**src/sv/ccml_pkg.sv**
```systemverilog
package ccml_pkg;

    // Valid window of modified Julian days for a set request
    localparam logic [16:0] MJD_FIRST = 17'd57388;
    localparam logic [16:0] MJD_LAST  = 17'd88068;

    // Days in a four-year block and in a common year
    localparam logic [14:0] QUAD_DAYS = 15'd1461;
    localparam logic [14:0] YEAR_DAYS = 15'd365;

    // Year in century of the first day of the valid window
    localparam logic [6:0] BASE_YEAR = 7'd16;

    localparam logic [5:0] SEC_LAST  = 6'd59;
    localparam logic [5:0] MIN_LAST  = 6'd59;
    localparam logic [4:0] HOUR_LAST = 5'd23;
    localparam logic [3:0] MON_LAST  = 4'd12;
    localparam logic [6:0] YEAR_LAST = 7'd99;

    typedef enum logic [1:0] {
        CMD_TICK,
        CMD_SET,
        CMD_REJECT
    } t_cmd_kind;

    typedef struct packed {
        t_cmd_kind   kind;
        logic [14:0] days;    // days since the first day of the window
        logic [4:0]  hour;
        logic [5:0]  minute;
    } t_cmd;

    // Days in a month; codes outside 1..12 read as 31
    function automatic logic [4:0] month_len(input logic [3:0] month, input logic leap);
        logic [4:0] len;
        case (month)
            4'd2:    len = leap ? 5'd29 : 5'd28;
            4'd4:    len = 5'd30;
            4'd6:    len = 5'd30;
            4'd9:    len = 5'd30;
            4'd11:   len = 5'd30;
            default: len = 5'd31;
        endcase
        return len;
    endfunction

endpackage

```
**src/sv/calendar_clock_with_mjd_load_top.sv**
```systemverilog
// Calendar clock with modified-Julian-date load.
//
// Input channel (i_valid / o_ready): one request per transfer. i_req_type 0
// is a one-second tick; 1 sets the clock from i_mjd, i_set_hour and
// i_set_minute. Sets outside MJD 57388..88068, hour 0..23 or minute 0..59
// leave the clock alone and come back with o_set_rejected high.
// Output channel (o_valid / i_ready): exactly one result per request, in
// order, carrying the clock after that request.
//
// Flow: a tick or a rejected set is written into the command queue at its
// transfer and into the result register when the execution unit pops it.
// A valid set walks the date one step a cycle in the execution unit: up to
// 20 four-year blocks, up to 3 years and up to 11 months, each stage
// ending with an exit step. The execution unit finishes one request before
// it pops the next; ticks sustain one per cycle while the receiver takes
// each result.
//
// Reset (synchronous, active low) drops queued requests and any held result
// and sets the clock to 2016-01-01 00:00:00. When the receiver stalls, hold
// the result; the queue keeps taking requests until it is full, then o_ready
// drops.
module calendar_clock_with_mjd_load_top
    import ccml_pkg::*;
#(
    parameter int QUEUE_DEPTH = 2
) (
    input  logic        i_clk,
    input  logic        i_rst_n,
    input  logic        i_valid,
    output logic        o_ready,
    input  logic        i_req_type,
    input  logic [16:0] i_mjd,
    input  logic [4:0]  i_set_hour,
    input  logic [5:0]  i_set_minute,
    output logic        o_valid,
    input  logic        i_ready,
    output logic [5:0]  o_cur_second,
    output logic [5:0]  o_cur_minute,
    output logic [4:0]  o_cur_hour,
    output logic [4:0]  o_cur_day,
    output logic [3:0]  o_cur_month,
    output logic [6:0]  o_cur_year,
    output logic        o_set_rejected
);

    t_cmd w_front_cmd;
    t_cmd w_q_cmd;
    logic w_q_full;
    logic w_q_nonempty;
    logic w_pop;

    // Classify each request before it enters the queue
    ccml_front u_front (
        .i_req_type   (i_req_type),
        .i_mjd        (i_mjd),
        .i_set_hour   (i_set_hour),
        .i_set_minute (i_set_minute),
        .o_cmd        (w_front_cmd)
    );

    assign o_ready = !w_q_full;

    ccml_queue #(
        .DEPTH (QUEUE_DEPTH)
    ) u_queue (
        .i_clk      (i_clk),
        .i_rst_n    (i_rst_n),
        .i_push     (i_valid),
        .i_cmd      (w_front_cmd),
        .o_full     (w_q_full),
        .i_pop      (w_pop),
        .o_nonempty (w_q_nonempty),
        .o_cmd      (w_q_cmd)
    );

    // Clock state, date conversion and the output register
    ccml_back u_back (
        .i_clk          (i_clk),
        .i_rst_n        (i_rst_n),
        .i_q_nonempty   (w_q_nonempty),
        .i_cmd          (w_q_cmd),
        .o_pop          (w_pop),
        .o_valid        (o_valid),
        .i_ready        (i_ready),
        .o_cur_second   (o_cur_second),
        .o_cur_minute   (o_cur_minute),
        .o_cur_hour     (o_cur_hour),
        .o_cur_day      (o_cur_day),
        .o_cur_month    (o_cur_month),
        .o_cur_year     (o_cur_year),
        .o_set_rejected (o_set_rejected)
    );

endmodule

```
**src/sv/ccml_front.sv**
```systemverilog
module ccml_front
    import ccml_pkg::*;
(
    input  logic        i_req_type,
    input  logic [16:0] i_mjd,
    input  logic [4:0]  i_set_hour,
    input  logic [5:0]  i_set_minute,
    output t_cmd        o_cmd
);

    logic        w_in_range;
    logic [14:0] w_offset;

    assign w_in_range = (i_mjd >= MJD_FIRST) && (i_mjd <= MJD_LAST)
                        && (i_set_hour <= HOUR_LAST) && (i_set_minute <= MIN_LAST);
    assign w_offset   = 15'(i_mjd - MJD_FIRST);

    // Classify: tick, valid set, or set to drop and flag
    always_comb begin
        o_cmd.days   = w_offset;
        o_cmd.hour   = i_set_hour;
        o_cmd.minute = i_set_minute;
        if (!i_req_type) begin
            o_cmd.kind = CMD_TICK;
        end else if (w_in_range) begin
            o_cmd.kind = CMD_SET;
        end else begin
            o_cmd.kind = CMD_REJECT;
        end
    end

endmodule

```
**src/sv/ccml_queue.sv**
```systemverilog
module ccml_queue
    import ccml_pkg::*;
#(
    parameter int DEPTH = 2
) (
    input  logic i_clk,
    input  logic i_rst_n,
    input  logic i_push,
    input  t_cmd i_cmd,
    output logic o_full,
    input  logic i_pop,
    output logic o_nonempty,
    output t_cmd o_cmd
);

    localparam int PTR_W = $clog2(DEPTH);
    localparam int CNT_W = $clog2(DEPTH + 1);

    t_cmd               r_mem [DEPTH];
    logic [PTR_W-1:0]   r_wr_ptr;
    logic [PTR_W-1:0]   r_rd_ptr;
    logic [CNT_W-1:0]   r_count;

    logic w_push;
    logic w_pop;

    assign o_full     = (r_count == CNT_W'(DEPTH));
    assign o_nonempty = (r_count != '0);
    assign o_cmd      = r_mem[r_rd_ptr];
    assign w_push     = i_push && !o_full;
    assign w_pop      = i_pop && o_nonempty;

    always_ff @(posedge i_clk) begin
        if (w_push) begin
            r_mem[r_wr_ptr] <= i_cmd;
        end
    end

    always_ff @(posedge i_clk) begin
        if (!i_rst_n) begin
            r_wr_ptr <= '0;
            r_rd_ptr <= '0;
            r_count  <= '0;
        end else begin
            if (w_push) begin
                r_wr_ptr <= (r_wr_ptr == PTR_W'(DEPTH - 1)) ? '0 : r_wr_ptr + 1'b1;
            end
            if (w_pop) begin
                r_rd_ptr <= (r_rd_ptr == PTR_W'(DEPTH - 1)) ? '0 : r_rd_ptr + 1'b1;
            end
            if (w_push && !w_pop) begin
                r_count <= r_count + 1'b1;
            end else if (w_pop && !w_push) begin
                r_count <= r_count - 1'b1;
            end
        end
    end

endmodule

```
**src/sv/ccml_back.sv**
```systemverilog
module ccml_back
    import ccml_pkg::*;
(
    input  logic       i_clk,
    input  logic       i_rst_n,
    input  logic       i_q_nonempty,
    input  t_cmd       i_cmd,
    output logic       o_pop,
    output logic       o_valid,
    input  logic       i_ready,
    output logic [5:0] o_cur_second,
    output logic [5:0] o_cur_minute,
    output logic [4:0] o_cur_hour,
    output logic [4:0] o_cur_day,
    output logic [3:0] o_cur_month,
    output logic [6:0] o_cur_year,
    output logic       o_set_rejected
);

    typedef enum logic [1:0] {
        S_IDLE,
        S_QUAD,
        S_YEAR,
        S_MONTH
    } t_state;

    t_state      r_state;
    logic [5:0]  r_sec;
    logic [5:0]  r_min;
    logic [4:0]  r_hour;
    logic [4:0]  r_day;
    logic [3:0]  r_mon;
    logic [6:0]  r_year;
    // Conversion work registers
    logic [14:0] r_days;
    logic [6:0]  r_cv_year;
    logic [3:0]  r_cv_mon;
    logic [4:0]  r_cv_hour;
    logic [5:0]  r_cv_min;
    logic        r_out_valid;

    logic        w_out_free;
    logic        w_out_load;
    // One-second advance
    logic [5:0]  n_sec;
    logic [5:0]  n_min;
    logic [4:0]  n_hour;
    logic [4:0]  n_day;
    logic [3:0]  n_mon;
    logic [6:0]  n_year;
    logic [4:0]  w_last_day;
    // Conversion step
    logic        w_cv_leap;
    logic [14:0] w_year_len;
    logic [14:0] w_mon_len;

    assign w_out_free = !r_out_valid || i_ready;
    assign o_pop      = (r_state == S_IDLE) && i_q_nonempty && w_out_free;
    assign o_valid    = r_out_valid;
    // Load the output register on a tick, a dropped set or a finished conversion
    assign w_out_load = (o_pop && (i_cmd.kind != CMD_SET))
                        || ((r_state == S_MONTH) && (r_days < w_mon_len));

    always_comb begin
        w_last_day = month_len(r_mon, r_year[1:0] == 2'd0);
        n_sec  = r_sec + 1'b1;
        n_min  = r_min;
        n_hour = r_hour;
        n_day  = r_day;
        n_mon  = r_mon;
        n_year = r_year;
        if (r_sec >= SEC_LAST) begin
            n_sec = '0;
            n_min = r_min + 1'b1;
            if (r_min >= MIN_LAST) begin
                n_min  = '0;
                n_hour = r_hour + 1'b1;
                if (r_hour >= HOUR_LAST) begin
                    n_hour = '0;
                    n_day  = r_day + 1'b1;
                    if (r_day >= w_last_day) begin
                        n_day = 5'd1;
                        n_mon = r_mon + 1'b1;
                        if (r_mon >= MON_LAST) begin
                            n_mon  = 4'd1;
                            n_year = (r_year >= YEAR_LAST) ? '0 : r_year + 1'b1;
                        end
                    end
                end
            end
        end
    end

    assign w_cv_leap  = (r_cv_year[1:0] == 2'd0);
    assign w_year_len = YEAR_DAYS + {14'd0, w_cv_leap};
    assign w_mon_len  = {10'd0, month_len(r_cv_mon, w_cv_leap)};

    always_ff @(posedge i_clk) begin
        if (!i_rst_n) begin
            r_state     <= S_IDLE;
            r_sec       <= '0;
            r_min       <= '0;
            r_hour      <= '0;
            r_day       <= 5'd1;
            r_mon       <= 4'd1;
            r_year      <= BASE_YEAR;
            r_out_valid <= 1'b0;
        end else begin
            if (w_out_load) begin
                r_out_valid <= 1'b1;
            end else if (r_out_valid && i_ready) begin
                r_out_valid <= 1'b0;
            end
            case (r_state)
                S_IDLE: begin
                    if (o_pop) begin
                        case (i_cmd.kind)
                            CMD_TICK: begin
                                r_sec <= n_sec;  r_min <= n_min;  r_hour <= n_hour;
                                r_day <= n_day;  r_mon <= n_mon;  r_year <= n_year;
                                o_cur_second   <= n_sec;
                                o_cur_minute   <= n_min;
                                o_cur_hour     <= n_hour;
                                o_cur_day      <= n_day;
                                o_cur_month    <= n_mon;
                                o_cur_year     <= n_year;
                                o_set_rejected <= 1'b0;
                            end
                            CMD_SET: begin
                                r_days    <= i_cmd.days;
                                r_cv_year <= BASE_YEAR;
                                r_cv_mon  <= 4'd1;
                                r_cv_hour <= i_cmd.hour;
                                r_cv_min  <= i_cmd.minute;
                                r_state   <= S_QUAD;
                            end
                            default: begin
                                // Drop the set, report the clock unchanged
                                o_cur_second   <= r_sec;
                                o_cur_minute   <= r_min;
                                o_cur_hour     <= r_hour;
                                o_cur_day      <= r_day;
                                o_cur_month    <= r_mon;
                                o_cur_year     <= r_year;
                                o_set_rejected <= 1'b1;
                            end
                        endcase
                    end
                end
                S_QUAD: begin
                    if (r_days >= QUAD_DAYS) begin
                        r_days    <= r_days - QUAD_DAYS;
                        r_cv_year <= r_cv_year + 7'd4;
                    end else begin
                        r_state <= S_YEAR;
                    end
                end
                S_YEAR: begin
                    if (r_days >= w_year_len) begin
                        r_days    <= r_days - w_year_len;
                        r_cv_year <= r_cv_year + 1'b1;
                    end else begin
                        r_state <= S_MONTH;
                    end
                end
                S_MONTH: begin
                    if (r_days >= w_mon_len) begin
                        r_days   <= r_days - w_mon_len;
                        r_cv_mon <= r_cv_mon + 1'b1;
                    end else begin
                        // Commit; output register was freed when the set was popped
                        r_sec  <= '0;
                        r_min  <= r_cv_min;
                        r_hour <= r_cv_hour;
                        r_day  <= r_days[4:0] + 1'b1;
                        r_mon  <= r_cv_mon;
                        r_year <= r_cv_year;
                        o_cur_second   <= '0;
                        o_cur_minute   <= r_cv_min;
                        o_cur_hour     <= r_cv_hour;
                        o_cur_day      <= r_days[4:0] + 1'b1;
                        o_cur_month    <= r_cv_mon;
                        o_cur_year     <= r_cv_year;
                        o_set_rejected <= 1'b0;
                        r_state        <= S_IDLE;
                    end
                end
                default: begin
                    r_state <= S_IDLE;
                end
            endcase
        end
    end

endmodule

```
**config.mk**
```make
export PLATFORM = sky130hd
export DESIGN_NAME = calendar_clock_with_mjd_load_top
export DESIGN_NICKNAME = d
export VERILOG_FILES = /design/src/sv/ccml_pkg.sv /design/src/sv/calendar_clock_with_mjd_load_top.sv /design/src/sv/ccml_front.sv /design/src/sv/ccml_queue.sv /design/src/sv/ccml_back.sv
export SDC_FILE = /design/constraint.sdc
export NUM_CORES = 1
export LEC_CHECK = 0
export BUFFER_PORTS_ARGS = -buffer_cell sky130_fd_sc_hd__clkbuf_2
export CORE_ASPECT_RATIO = 0.7
export CORE_MARGIN = 10
export CORE_UTILIZATION = 30
export DETAILED_ROUTE_END_ITERATION = 8
export SLEW_MARGIN = 30
export SYNTH_ARGS = -nofsm -noshare
export SYNTH_HDL_FRONTEND = slang
export SYNTH_SLANG_ARGS = --single-unit
```
**constraint.sdc**
```tcl
create_clock -name i_clk -period 3.3 [get_ports i_clk]
set_clock_uncertainty 0.15 [all_clocks]
set_input_delay 0.66 -clock i_clk [delete_from_list [all_inputs] [get_ports i_clk]]
set_output_delay 0.66 -clock i_clk [all_outputs]
set_load 0.1 [all_outputs]
```
==> out/metrics.cfg, run 1 <==
[die]
io_pins = 69
rows = 55
initial_core_util_pct = 30.60
die_area_sq_um = 41010
die_x_um = 237.8
core_area_sq_um = 32550
die_y_um = 172.5

[grt]
grt_usage_pct = 13.33
grt_pass1_vias = 7569
top_usage_layer = met1
antenna_found_initial = 0
grt_max_degree = 34
grt_use_met3_pct = 3.642
grt_pass1_wl_um = 43170
overflow = 0
use_met1_pct = 20.04
use_met2_pct = 17.97

[logic_synthesis]
synth_top_area_share_pct = 38.29
ys_async_sr_fraction_pct = 0
yosys.area.top_type = edfxtp_1
synth_seq_cells = 168
synth_warnings = 0
syn_area_sq_um = 9961
yosysUniqueCellTypes = 79
seq_area_frac_synth_pct = 46.53
synth_ff_type = edfxtp_1
synth_cells = 1015
ys_top_cells_by_area = edfxtp_1, dfxtp_1, ha_1
synth_edf_count = 127
syn_avg_cell_area_sq_um = 9.814
synth_fp_nets = 1083

[place]
gp_congestion = 0.8734
port_buffers = 68
pre_cts_ws_ns = 0.1629
dp.final_hpwl_um = 19650
post-place-cells = 1489

[timing]
finalHoldViolCount = 0
setup_viol = 0
hold_slack_ns = 0.2368
relSlewSlack_pct = 38.69
layout_min_cycle_time_ns = 3.104
finalMaxSlewViolations = 0
tightest_slew_ns = 0.9162
worst_slack_ns = 0.1957
fmax_ghz = 0.3221
setup_tns_ns = 0
fin_crit_sh_pct = 94.07
rsz0062_at_grt = no

[setup_path]
r2r_cells = 13
worst_setup_path_start_kind = flop
worstPathRequired_ns = 3.36
worst-r2r-setup-slack_ns = 0.20
end_kind = flop
slowest_delay_ns = 0.44
crit_start = u_back.r_cv_mon[1]
path_cells = inv_1, ha_1, nor2_1, o21ai_0, o21ai_0, ha_1, fa_1, and4b_1, nand2b_4, nor2_1, a21oi_2, nor2b_1, o32a_1
critical_path.slowest_cell = edfxtp_1
worstReg2RegEnd = u_back.r_days[14]
worst-setup-path-type = reg2reg
path_max_fanout = 4
cp.arrival_ns = 3.17
regToRegStartpoint = u_back.r_cv_mon[1]

[final_layout]
final_core_util_pct = 35.75
area_delta_synth_final_pct = 16.82
fin_nets = 1150
antenna_cells = 0
layout.cells.non_filler = 1522
drive_gt1_share_pct = 16.89
layout_commonest_cell = edfxtp_1
layout_common_cells = edfxtp_1, nand2_1, o21ai_0

[route]
post_drt_wl_per_cell_um = 17.97
antenna_left = 0
drt-initial-drc-count = 883
drc = 0
vias = 8282
postRouteWirelength_um = 27360
vias_per_cell = 5.442
dr.pass1.iters = 8

[min_path]
holdPathEnd = u_queue.r_mem[1][6]
hold_path_class = in2reg
holdPathStages = 1
min_from = i_set_hour[0]

[clocking]
clock_latency_ns = 0.46
cts-root-buf = clkbuf_16
numCtsBuffers = 17
clockBufferDepth = 2
htree_levels = 4
path_clk_slew_ns = 0.08
cts_sinks = 168
cts_tree = yes

[power_and_ir_drop]
pwr_density_cell_nw_per_um2 = 678.3
peakVddDrop_mv = 0.3736
leakage_nw = 4.199

[run_status]
status = finished, final reports clean

[run]
cap_violations = 0

==> worst max-delay path, delay by kind of cell, from the launching register on <==
kind / cells / cell delay [ns]
adder cells (fa/ha/maj): 3 / 0.79
AO/OA/AOI/OAI: 4 / 0.70
AND/OR/NAND/NOR: 5 / 0.64
flip-flops: 1 / 0.44
buffers and inverters: 1 / 0.14
==> sequential cells by signal (all words and copies together), names as in the netlist, 4 cells and up, named ones only <==
signal               flops
u_queue.r_mem           56
u_back.r_cv_min          6
u_back.r_hour            5
u_back.r_sec             6
u_back.r_days           15
u_back.r_day             5
u_back.o_cur_year        7
u_back.r_cv_year         7
u_back.r_year            7
u_back.o_cur_second      6
u_back.o_cur_month       4
u_back.r_min             6
u_back.r_cv_mon          4
u_back.o_cur_hour        5
u_back.o_cur_day         5
u_back.r_cv_hour         5
u_back.o_cur_minute      6
u_back.r_mon             4
==> metal layers <==
metal	vias up	share of wire [%]
met5	-	0
li1	3957	-
met4	0	1.0
met2	302	40
met1	4001	51
met3	22	7.8
==> cell usage after synthesis, types with 5 or more instances <==
master    count
nor3_1       22
nand2_1      85
a21oi_1      61
and3_1       11
o21ai_0      77
mux2_2       14
buf_1         9
o31ai_1       9
xor2_1       20
o31a_1        5
xnor2_1      22
nor4_1        7
a222oi_1      6
o21a_1       15
nand3_1      46
o221ai_1      5
o211ai_1     10
inv_1        34
nor2_1       69
buf_4         5
clkbuf_1     41
o21ai_1       5
edfxtp_1    127
a221oi_1      8
a31oi_1       9
ha_1         33
nor2b_1      24
a21boi_0     21
mux2i_1      19
dfxtp_1      41
buf_2        11
nand2b_1     16
nand4_1      11
a211oi_1     14
and4_1        5
and2_1       10
a22oi_1       5
==> logic make-up (layout without fill, tap and decap cells) <==
group                      Yosys count  after routing  synth area share (%)
AOI/OAI and AO/OA                  303            303                 20.56
xor gates and xnor gates            42             42                 3.693
adders and majority gates           35             35                 4.547
buffers and inverters              103            183                 4.359
DFF                                168            168                 46.53
muxes                               33             33                 3.492
and+or+nand+nor                    331            331                 16.82
==> where the power goes <==
part / leakage [nW] / internal (W) / total, W / switching, W
sequential: 1.50 / 0.00271 / 0.00294 / 0.000231
clock: 0.304 / 0.00110 / 0.00210 / 0.000997
combinational: 2.39 / 0.000869 / 0.00285 / 0.00198
total: 4.20 / 0.00468 / 0.00789 / 0.00321
==> layout make-up <==
type                       count  area, sq um
sequential                   168         4634
inverter                      35        131.4
timing repair buffer         116        775.7
fill                        3230        20910
clock buffer                  17        425.4
clock inverter                15        192.7
multi-input combinational    744         4942
tap                          427        534.3
==> what timing repair did <==
action                     4_1_cts  5_1_grt
resized for setup                0        4
buffers inserted                 0        1
setup endpoints to repair        0        7
hold buffers                     0        0
==> how the worst max path moves through the flow <==
stage / to / slack, ns
after global placement: u_back.r_days[10] / 0.19
after floorplan: u_queue.r_mem[0][0] / 0.1
after CTS: u_back.r_days[14] / 0.14
after global routing: u_back.r_days[14] / 0.02
final: u_back.r_days[14] / 0.20
after detailed placement: u_back.r_days[14] / 0.16
==> through the flow <==
| stage | area [sq um] | total power [W] |
|---|---|---|
| after detailed placement | 11000 | 0.005804 |
| after CTS | 11610 | 0.007925 |
| after floorplan | 9962 | 0.004940 |
| after global routing | 11640 | 0.008261 |
| after global placement | 11000 | 0.005777 |
| final | 11640 | 0.007892 |
Power figures use the tool's default switching activity.
==> inputs of run 2 (changes only) <==
--- a/config.mk
+++ b/config.mk
@@ -5,7 +5,7 @@
 export SDC_FILE = /design/constraint.sdc
 export NUM_CORES = 1
 export LEC_CHECK = 0
-export BUFFER_PORTS_ARGS = -buffer_cell sky130_fd_sc_hd__clkbuf_2
+export BUFFER_PORTS_ARGS = -buffer_cell sky130_fd_sc_hd__buf_2
 export CORE_ASPECT_RATIO = 0.7
 export CORE_MARGIN = 10
 export CORE_UTILIZATION = 30
==> run 2 against run 1 <==
Cell area is 0.24% lower. Final cell count did not move. Worst setup slack improved by 0.0059 ns. Global-route usage is essentially flat. First-iteration DRC count up 1.8%. Sequential cell count unchanged. Utilization down 0.085 points. Sequential share of layout area increased by 0.095 points. Combinational power hardly changed. Critical path type unchanged. Highest routed layer unchanged.
==> out/metrics.cfg, run 2 (synthesized netlist as in run 1, its figures left out) <==
[run_status]
status = finished, final reports clean  ; unchanged

[route]
post_drt_wl_per_cell_um = 17.97  ; about the same
drc = 0  ; unchanged
dr.pass1.iters = 6  ; was 8
vias = 8222  ; was 8282
postRouteWirelength_um = 27350  ; was 27360 um
antenna_left = 0  ; unchanged
drt-initial-drc-count = 899  ; was 883
vias_per_cell = 5.402  ; was 5.442

[timing]
setup_viol = 0  ; unchanged
rsz0062_at_grt = no  ; unchanged
setup_tns_ns = 0  ; unchanged
fmax_ghz = 0.3227  ; was 0.3221 GHz
finalMaxSlewViolations = 0  ; unchanged
relSlewSlack_pct = 36.98  ; was 38.69%
tightest_slew_ns = 0.9453  ; was 0.9162 ns
fin_crit_sh_pct = 93.89  ; was 94.07%
layout_min_cycle_time_ns = 3.098  ; was 3.104 ns
finalHoldViolCount = 0  ; unchanged

[setup_path]
worst-setup-path-type = reg2reg  ; unchanged
path_max_fanout = 5  ; was 4
cp.arrival_ns = 3.13  ; was 3.17 ns
r2r_cells = 13  ; unchanged
end_kind = flop  ; unchanged
worst_setup_path_start_kind = flop  ; unchanged
worstPathRequired_ns = 3.34  ; was 3.36 ns

[place]
post-place-cells = 1487  ; was 1489
port_buffers = 68  ; unchanged
gp_congestion = 0.8959  ; was 0.8734
dp.final_hpwl_um = 19650  ; about the same

[clocking]
cts-root-buf = clkbuf_16  ; unchanged
clockBufferDepth = 2  ; unchanged
numCtsBuffers = 17  ; unchanged
clock_latency_ns = 0.45  ; was 0.46 ns
cts_sinks = 168  ; unchanged
path_clk_slew_ns = 0.08  ; about the same
cts_hold_repair.buffers = 0  ; unchanged
htree_levels = 4  ; unchanged
cts_tree = yes  ; unchanged

[min_path]
hold_path_class = in2reg  ; unchanged
holdPathStages = 1  ; unchanged

[final_layout]
fin_nets = 1149  ; was 1150
register_area_sq_um = 4634  ; unchanged
layout.cells.non_filler = 1522  ; unchanged
layout_commonest_cell = edfxtp_1  ; unchanged
largest_registers = u_queue.r_mem x56, u_back.r_days x15  ; unchanged
area_delta_synth_final_pct = 16.54  ; was 16.82%
multi_input_area_sq_um = 4949  ; was 4942 sq um
drive_gt1_share_pct = 17.18  ; was 16.89%
nFillCells = 3252  ; was 3230
layout_common_cells = edfxtp_1, nand2_1, o21ai_0  ; unchanged
largest_reg_flops = 56  ; unchanged
top_register = u_queue.r_mem  ; unchanged

[grt]
grt_max_degree = 80  ; was 34
antenna_found_initial = 1  ; was 0
overflow = 0  ; unchanged
grt_pass1_vias = 7550  ; was 7569
grt_pass1_wl_um = 43210  ; was 43170 um
grt_usage_pct = 13.32  ; was 13.33%

[die]
core_area_sq_um = 32550  ; unchanged
rows = 55  ; unchanged
initial_core_util_pct = 30.60  ; unchanged
die_area_sq_um = 41010  ; unchanged
io_pins = 69  ; unchanged
die_x_um = 237.8  ; unchanged
die_y_um = 172.5  ; unchanged

[power_and_ir_drop]
peakVddDrop_mv = 0.4604  ; was 0.3736 mV
pwr_density_cell_nw_per_um2 = 672.9  ; was 678.3 nW/um^2
leakage_nw = 4.158  ; was 4.199 nW

[run]
cap_violations = 0  ; unchanged

-- run 2: cell types whose count changed in the layout (fill, tap and decap cells not counted), sizes merged --
cell      previous run  this run
buf                 48       115
clkbuf              85        20
clkinv               6         3
clkinvlp             0         1
diode                0         1
inv                 43        42
-- run 2: final timing paths --
kind,start,to,slack (ns)
setup reg to reg,u_back.r_cv_mon[0],u_back.r_days[9],0.20
hold reg to reg,u_back.r_sec[1],u_back.r_sec[1],0.38
hold / removal,i_set_hour[0],u_queue.r_mem[1][6],0.26
setup / recovery,u_back.r_cv_mon[0],u_back.r_days[9],0.20
-- run 2: through the flow --
stage | hold slack [ns] | util, % | worst slack, ns | instance area (sq um) | total power [W]
after floorplan | 0.3177 | - | 0.09631 | 9962 | 0.004940
after global placement | 0.3458 | 33.73 | 0.2160 | 10980 | 0.005779
after detailed placement | 0.3588 | 33.73 | 0.09618 | 10980 | 0.005801
after CTS | 0.2375 | 35.53 | 0.06133 | 11570 | 0.007840
after global routing | 0.2391 | 35.66 | 0.03239 | 11610 | 0.008195
final | 0.2553 | 35.66 | 0.2016 | 11610 | 0.007812
-- run 2: power by group --
part           switching [W]  internal, W  total, W
combinational        0.00197     0.000874   0.00284
sequential          0.000234      0.00271   0.00295
clock               0.000916      0.00111   0.00202
-- run 2: cell type report --
type | instances | area share [%]
Inverter | 35 | 1.132
Clock buffer | 20 | 3.934
Antenna cell | 1 | 0.02156
Timing Repair Buffer | 115 | 6.650
Sequential cell | 168 | 39.92
Tap cell | 427 | 4.602
Clock inverter | 12 | 1.110
Multi-Input combinational cell | 744 | 42.63
-- run 2: metal layers --
metal	up-vias	wire length, um	track usage, %
li1	3940	-	-
met5	-	0	0
met4	0	339	3.612
met2	335	10770	17.91
met1	3921	13990	20.28
met3	26	2243	3.276
-- run 2: critical path: stages, from the launching register on --
cell and delay (ns):
edfxtp_1 0.48, inv_2 0.09, ha_1 0.16, inv_1 0.05, or3_1 0.35, inv_1 0.08, ha_1 0.23, nor2b_1 0.15
o21ai_1 0.18, buf_4 0.18, and2_1 0.19, xor2_1 0.08, a222oi_1 0.35, a21oi_1 0.11
-- run 2: timing repair --
action                                  CTS  global route
resized for setup                         0            13
setup buffers                             0             2
endpoints found under the setup margin    0            15
==> inputs of run 3 (changes only) <==
--- a/config.mk
+++ b/config.mk
@@ -10,7 +10,9 @@
 export CORE_MARGIN = 10
 export CORE_UTILIZATION = 30
 export DETAILED_ROUTE_END_ITERATION = 8
-export SLEW_MARGIN = 30
+export MAX_ROUTING_LAYER = met4
+export SLEW_MARGIN = 0
 export SYNTH_ARGS = -nofsm -noshare
 export SYNTH_HDL_FRONTEND = slang
+export SYNTH_HIERARCHICAL = 1
 export SYNTH_SLANG_ARGS = --single-unit
==> run 3 against run 2 <==
Worst hold slack improved by 0.0037 ns. Sequential power grew 4%. Power rose by 6.7%. Maximum frequency up 0.73%. Synthesized cell count grew 1.6%.
==> out/metrics.cfg, run 3 <==
[power_and_ir_drop]
p_sw_share_pct = 41.17  ; was 39.90%
pwr-share-comb_pct = 40.6  ; was 36.4%
peakVddDrop_mv = 0.3083  ; was 0.4604 mV
leakage_nw = 4.243  ; was 4.158 nW
pwr_density_cell_nw_per_um2 = 714.2  ; was 672.9 nW/um^2
clkPwrFrac_pct = 22.6  ; was 25.9%
pwr-share-seq_pct = 36.8  ; was 37.7%
internal_power_w = 0.004901  ; was 0.004695 W
p_switching_w = 0.003430  ; was 0.003117 W

[timing]
rsz0062_at_grt = no  ; unchanged
tightest_slew_ns = 0.6864  ; was 0.9453 ns
finalMaxSlewViolations = 0  ; unchanged
fmax_ghz = 0.3251  ; was 0.3227 GHz
fin_crit_sh_pct = 93.21  ; was 93.89%
relSlewSlack_pct = 54.19  ; was 36.98%
worst_slack_ns = 0.2241  ; was 0.2016 ns
finalHoldViolCount = 0  ; unchanged
setup_tns_ns = 0  ; unchanged
layout_min_cycle_time_ns = 3.076  ; was 3.098 ns
setup_viol = 0  ; unchanged

[route]
antenna_left = 0  ; unchanged
vias = 8213  ; was 8222
drt-initial-drc-count = 801  ; was 899
vias_per_cell = 5.337  ; was 5.402
dr.pass1.iters = 5  ; was 6
drc = 0  ; unchanged
post_drt_wl_per_cell_um = 17.46  ; was 17.97 um
postRouteWirelength_um = 26880  ; was 27350 um

[final_layout]
fin_nets = 1159  ; was 1149
largest_reg_flops = 56  ; unchanged
top_register = u_queue/r_mem  ; was u_queue.r_mem
layout_commonest_cell = edfxtp_1  ; unchanged
drive_gt1_share_pct = 20.29  ; was 17.18%
layout.cells.non_filler = 1539  ; was 1522
multi_input_area_sq_um = 4942  ; was 4949 sq um
layout_common_cells = edfxtp_1, nand2_1, a21oi_1  ; was edfxtp_1, nand2_1, o21ai_0
nFillCells = 3386  ; was 3252
largest_registers = u_queue/r_mem x56, u_back/r_days x15  ; was u_queue.r_mem x56, u_back.r_days x15
antenna_cells = 0  ; was 1
register_area_sq_um = 4636  ; was 4634 sq um
area_delta_synth_final_pct = 15.05  ; was 16.54%
fin_area_sq_um = 11670  ; was 11610 sq um

[clocking]
numCtsBuffers = 17  ; unchanged
clockBufferDepth = 2  ; unchanged
cts_sinks = 168  ; unchanged
htree_levels = 4  ; unchanged
cts_hold_repair.buffers = 0  ; unchanged
cts_tree = yes  ; unchanged
cts-root-buf = clkbuf_16  ; unchanged
clock_latency_ns = 0.44  ; was 0.45 ns
path_clk_slew_ns = 0.07  ; was 0.08 ns

[place]
pre_cts_ws_ns = 0.1464  ; was 0.09618 ns
dp.final_hpwl_um = 19310  ; was 19650 um
port_buffers = 68  ; unchanged
post-place-cells = 1501  ; was 1487
gp_congestion = 0.8748  ; was 0.8959
place_area_sq_um = 11020  ; was 10980 sq um

[logic_synthesis]
synth_top_area_share_pct = 37.61  ; was 38.29%
synth_warnings = 6  ; was 0
yosysMostFrequentCell = edfxtp_1  ; unchanged
synth_cells = 1031  ; was 1015
seq_area_frac_synth_pct = 45.71  ; was 46.53%
ys_top_cells_by_area = edfxtp_1, dfxtp_1, ha_1  ; unchanged
syn_avg_cell_area_sq_um = 9.835  ; was 9.814 sq um
yosysUniqueCellTypes = 91  ; was 79
synth_fp_nets = 1099  ; was 1083
synth_seq_cells = 168  ; unchanged
ys_async_sr_fraction_pct = 0  ; unchanged
yosys.area.top_type = edfxtp_1  ; unchanged
synth_common_cells = edfxtp_1, nand2_1, a21oi_1  ; was edfxtp_1, nand2_1, o21ai_0
syn_area_sq_um = 10140  ; was 9961 sq um
synth_edf_count = 127  ; unchanged
synth_ff_type = edfxtp_1  ; unchanged

[grt]
grt_pass1_wl_um = 42870  ; was 43210 um
grt_pass1_vias = 7561  ; was 7550
grt_usage_pct = 13.27  ; was 13.32%
grt_max_degree = 78  ; was 80
antenna_found_initial = 0  ; was 1
overflow = 0  ; unchanged

[setup_path]
worst-setup-path-type = reg2reg  ; unchanged
worst_setup_path_start_kind = flop  ; unchanged
end_kind = flop  ; unchanged
cp.arrival_ns = 3.11  ; was 3.13 ns
path_max_fanout = 20  ; was 5
worstPathRequired_ns = 3.34  ; about the same

[run]
cap_violations = 0  ; unchanged

[die]
core_area_sq_um = 33420  ; was 32550 sq um
io_pins = 69  ; unchanged
die_x_um = 239.7  ; was 237.8 um
die_area_sq_um = 41670  ; was 41010 sq um
rows = 56  ; was 55
die_y_um = 173.8  ; was 172.5 um
initial_core_util_pct = 30.34  ; was 30.60%

[min_path]
hold_path_class = in2reg  ; unchanged

[run_status]
status = finished, final reports clean  ; unchanged

==> run 3: cell count changes after synthesis, moves of 11 or more <==
| cell | previous run | this run |
|---|---|---|
| a21boi_0 | 21 | 2 |
| mux2_2 | 14 | 32 |
| nor2b_1 | 24 | 6 |
| mux2i_1 | 19 | 3 |
| nand3_1 | 46 | 32 |
| buf_4 | 5 | 18 |
| inv_1 | 34 | 45 |
| o21ai_0 | 77 | 66 |
==> run 3: what timing repair did <==
item / 4_1_cts / 5_1_grt
gates resized for setup: 0 / 10
setup buffers: 0 / 5
setup endpoints to repair: 0 / 81
==> run 3: power by group through the flow <==
| stage | registers, W | clock network (W) | logic [W] |
|---|---|---|---|
| finish | 0.00307 | 0.00188 | 0.00338 |
| global route | 0.00311 | 0.00204 | 0.00365 |
| CTS | 0.00306 | 0.00194 | 0.00333 |
| detailed placement | 0.00311 | 0 | 0.00332 |
| global placement | 0.00310 | 0 | 0.00330 |
| floorplan | 0.00367 | 0 | 0.00188 |
==> run 3: worst paths after layout <==
check / from / endpoint / slack [ns] / cells past startpoint
max: u_back/r_mon[0] / u_back/o_cur_month[3] / 0.22 / 13
min: i_set_minute[1] / u_queue/r_mem[0][1] / 0.26 / 1
max reg2reg: u_back/r_mon[0] / u_back/o_cur_month[3] / 0.22 / 13
min reg2reg: u_back/r_state[1] / u_back/r_state[1] / 0.37 / 2
==> run 3: per-stage QoR <==
| step | util, % | hold WS [ns] | power, W |
|---|---|---|---|
| 6_report | 34.91 | 0.2591 | 0.008332 |
| 5_1_grt | 34.91 | 0.2336 | 0.008797 |
| 4_1_cts | 34.63 | 0.2305 | 0.008332 |
| 3_5_place_dp | 32.98 | 0.3540 | 0.006427 |
| 3_3_place_gp | 32.98 | 0.3380 | 0.006396 |
| 2_1_floorplan | - | 0.3177 | 0.005548 |
==> run 3: routing by layer <==
| metal | global-route usage, % | wire (um) | vias to the layer above |
|---|---|---|---|
| li1 | - | - | 3954 |
| met1 | 20.23 | 14110 | 3943 |
| met3 | 2.859 | 1885 | 19 |
| met2 | 17.10 | 10680 | 297 |
| met4 | 2.884 | 202 | 0 |
| met5 | - | 0 | - |
==> run 3: final cells by class <==
| type | instances | area share, % |
|---|---|---|
| Inverter | 48 | 1.544 |
| Clock inverter | 11 | 0.7937 |
| Tap cell | 435 | 4.665 |
| Multi-Input combinational cell | 736 | 42.36 |
| Timing Repair Buffer | 120 | 6.950 |
| Sequential cell | 168 | 39.74 |
| Clock buffer | 21 | 3.947 |
==> run 3: critical path, cell delays in order, from the launching register on <==
cell and delay (ns):
dfxtp_1 0.33, inv_1 0.08, ha_1 0.21, o21ai_0 0.14, o21ai_0 0.09, o21ai_0 0.22
ha_1 0.27, nand2b_1 0.15, a21oi_2 0.22, nor4_4 0.07, buf_12 0.19, nand2_1 0.19
nor2_1 0.08, o31ai_1 0.43
==> run 3: cell families after synthesis <==
group	share of synthesized area [%]
compound gates	19.98
xor+xnor	3.801
fa+ha+maj	4.467
buf+inv	5.972
flops	45.71
mux	3.850
simple gates	16.23
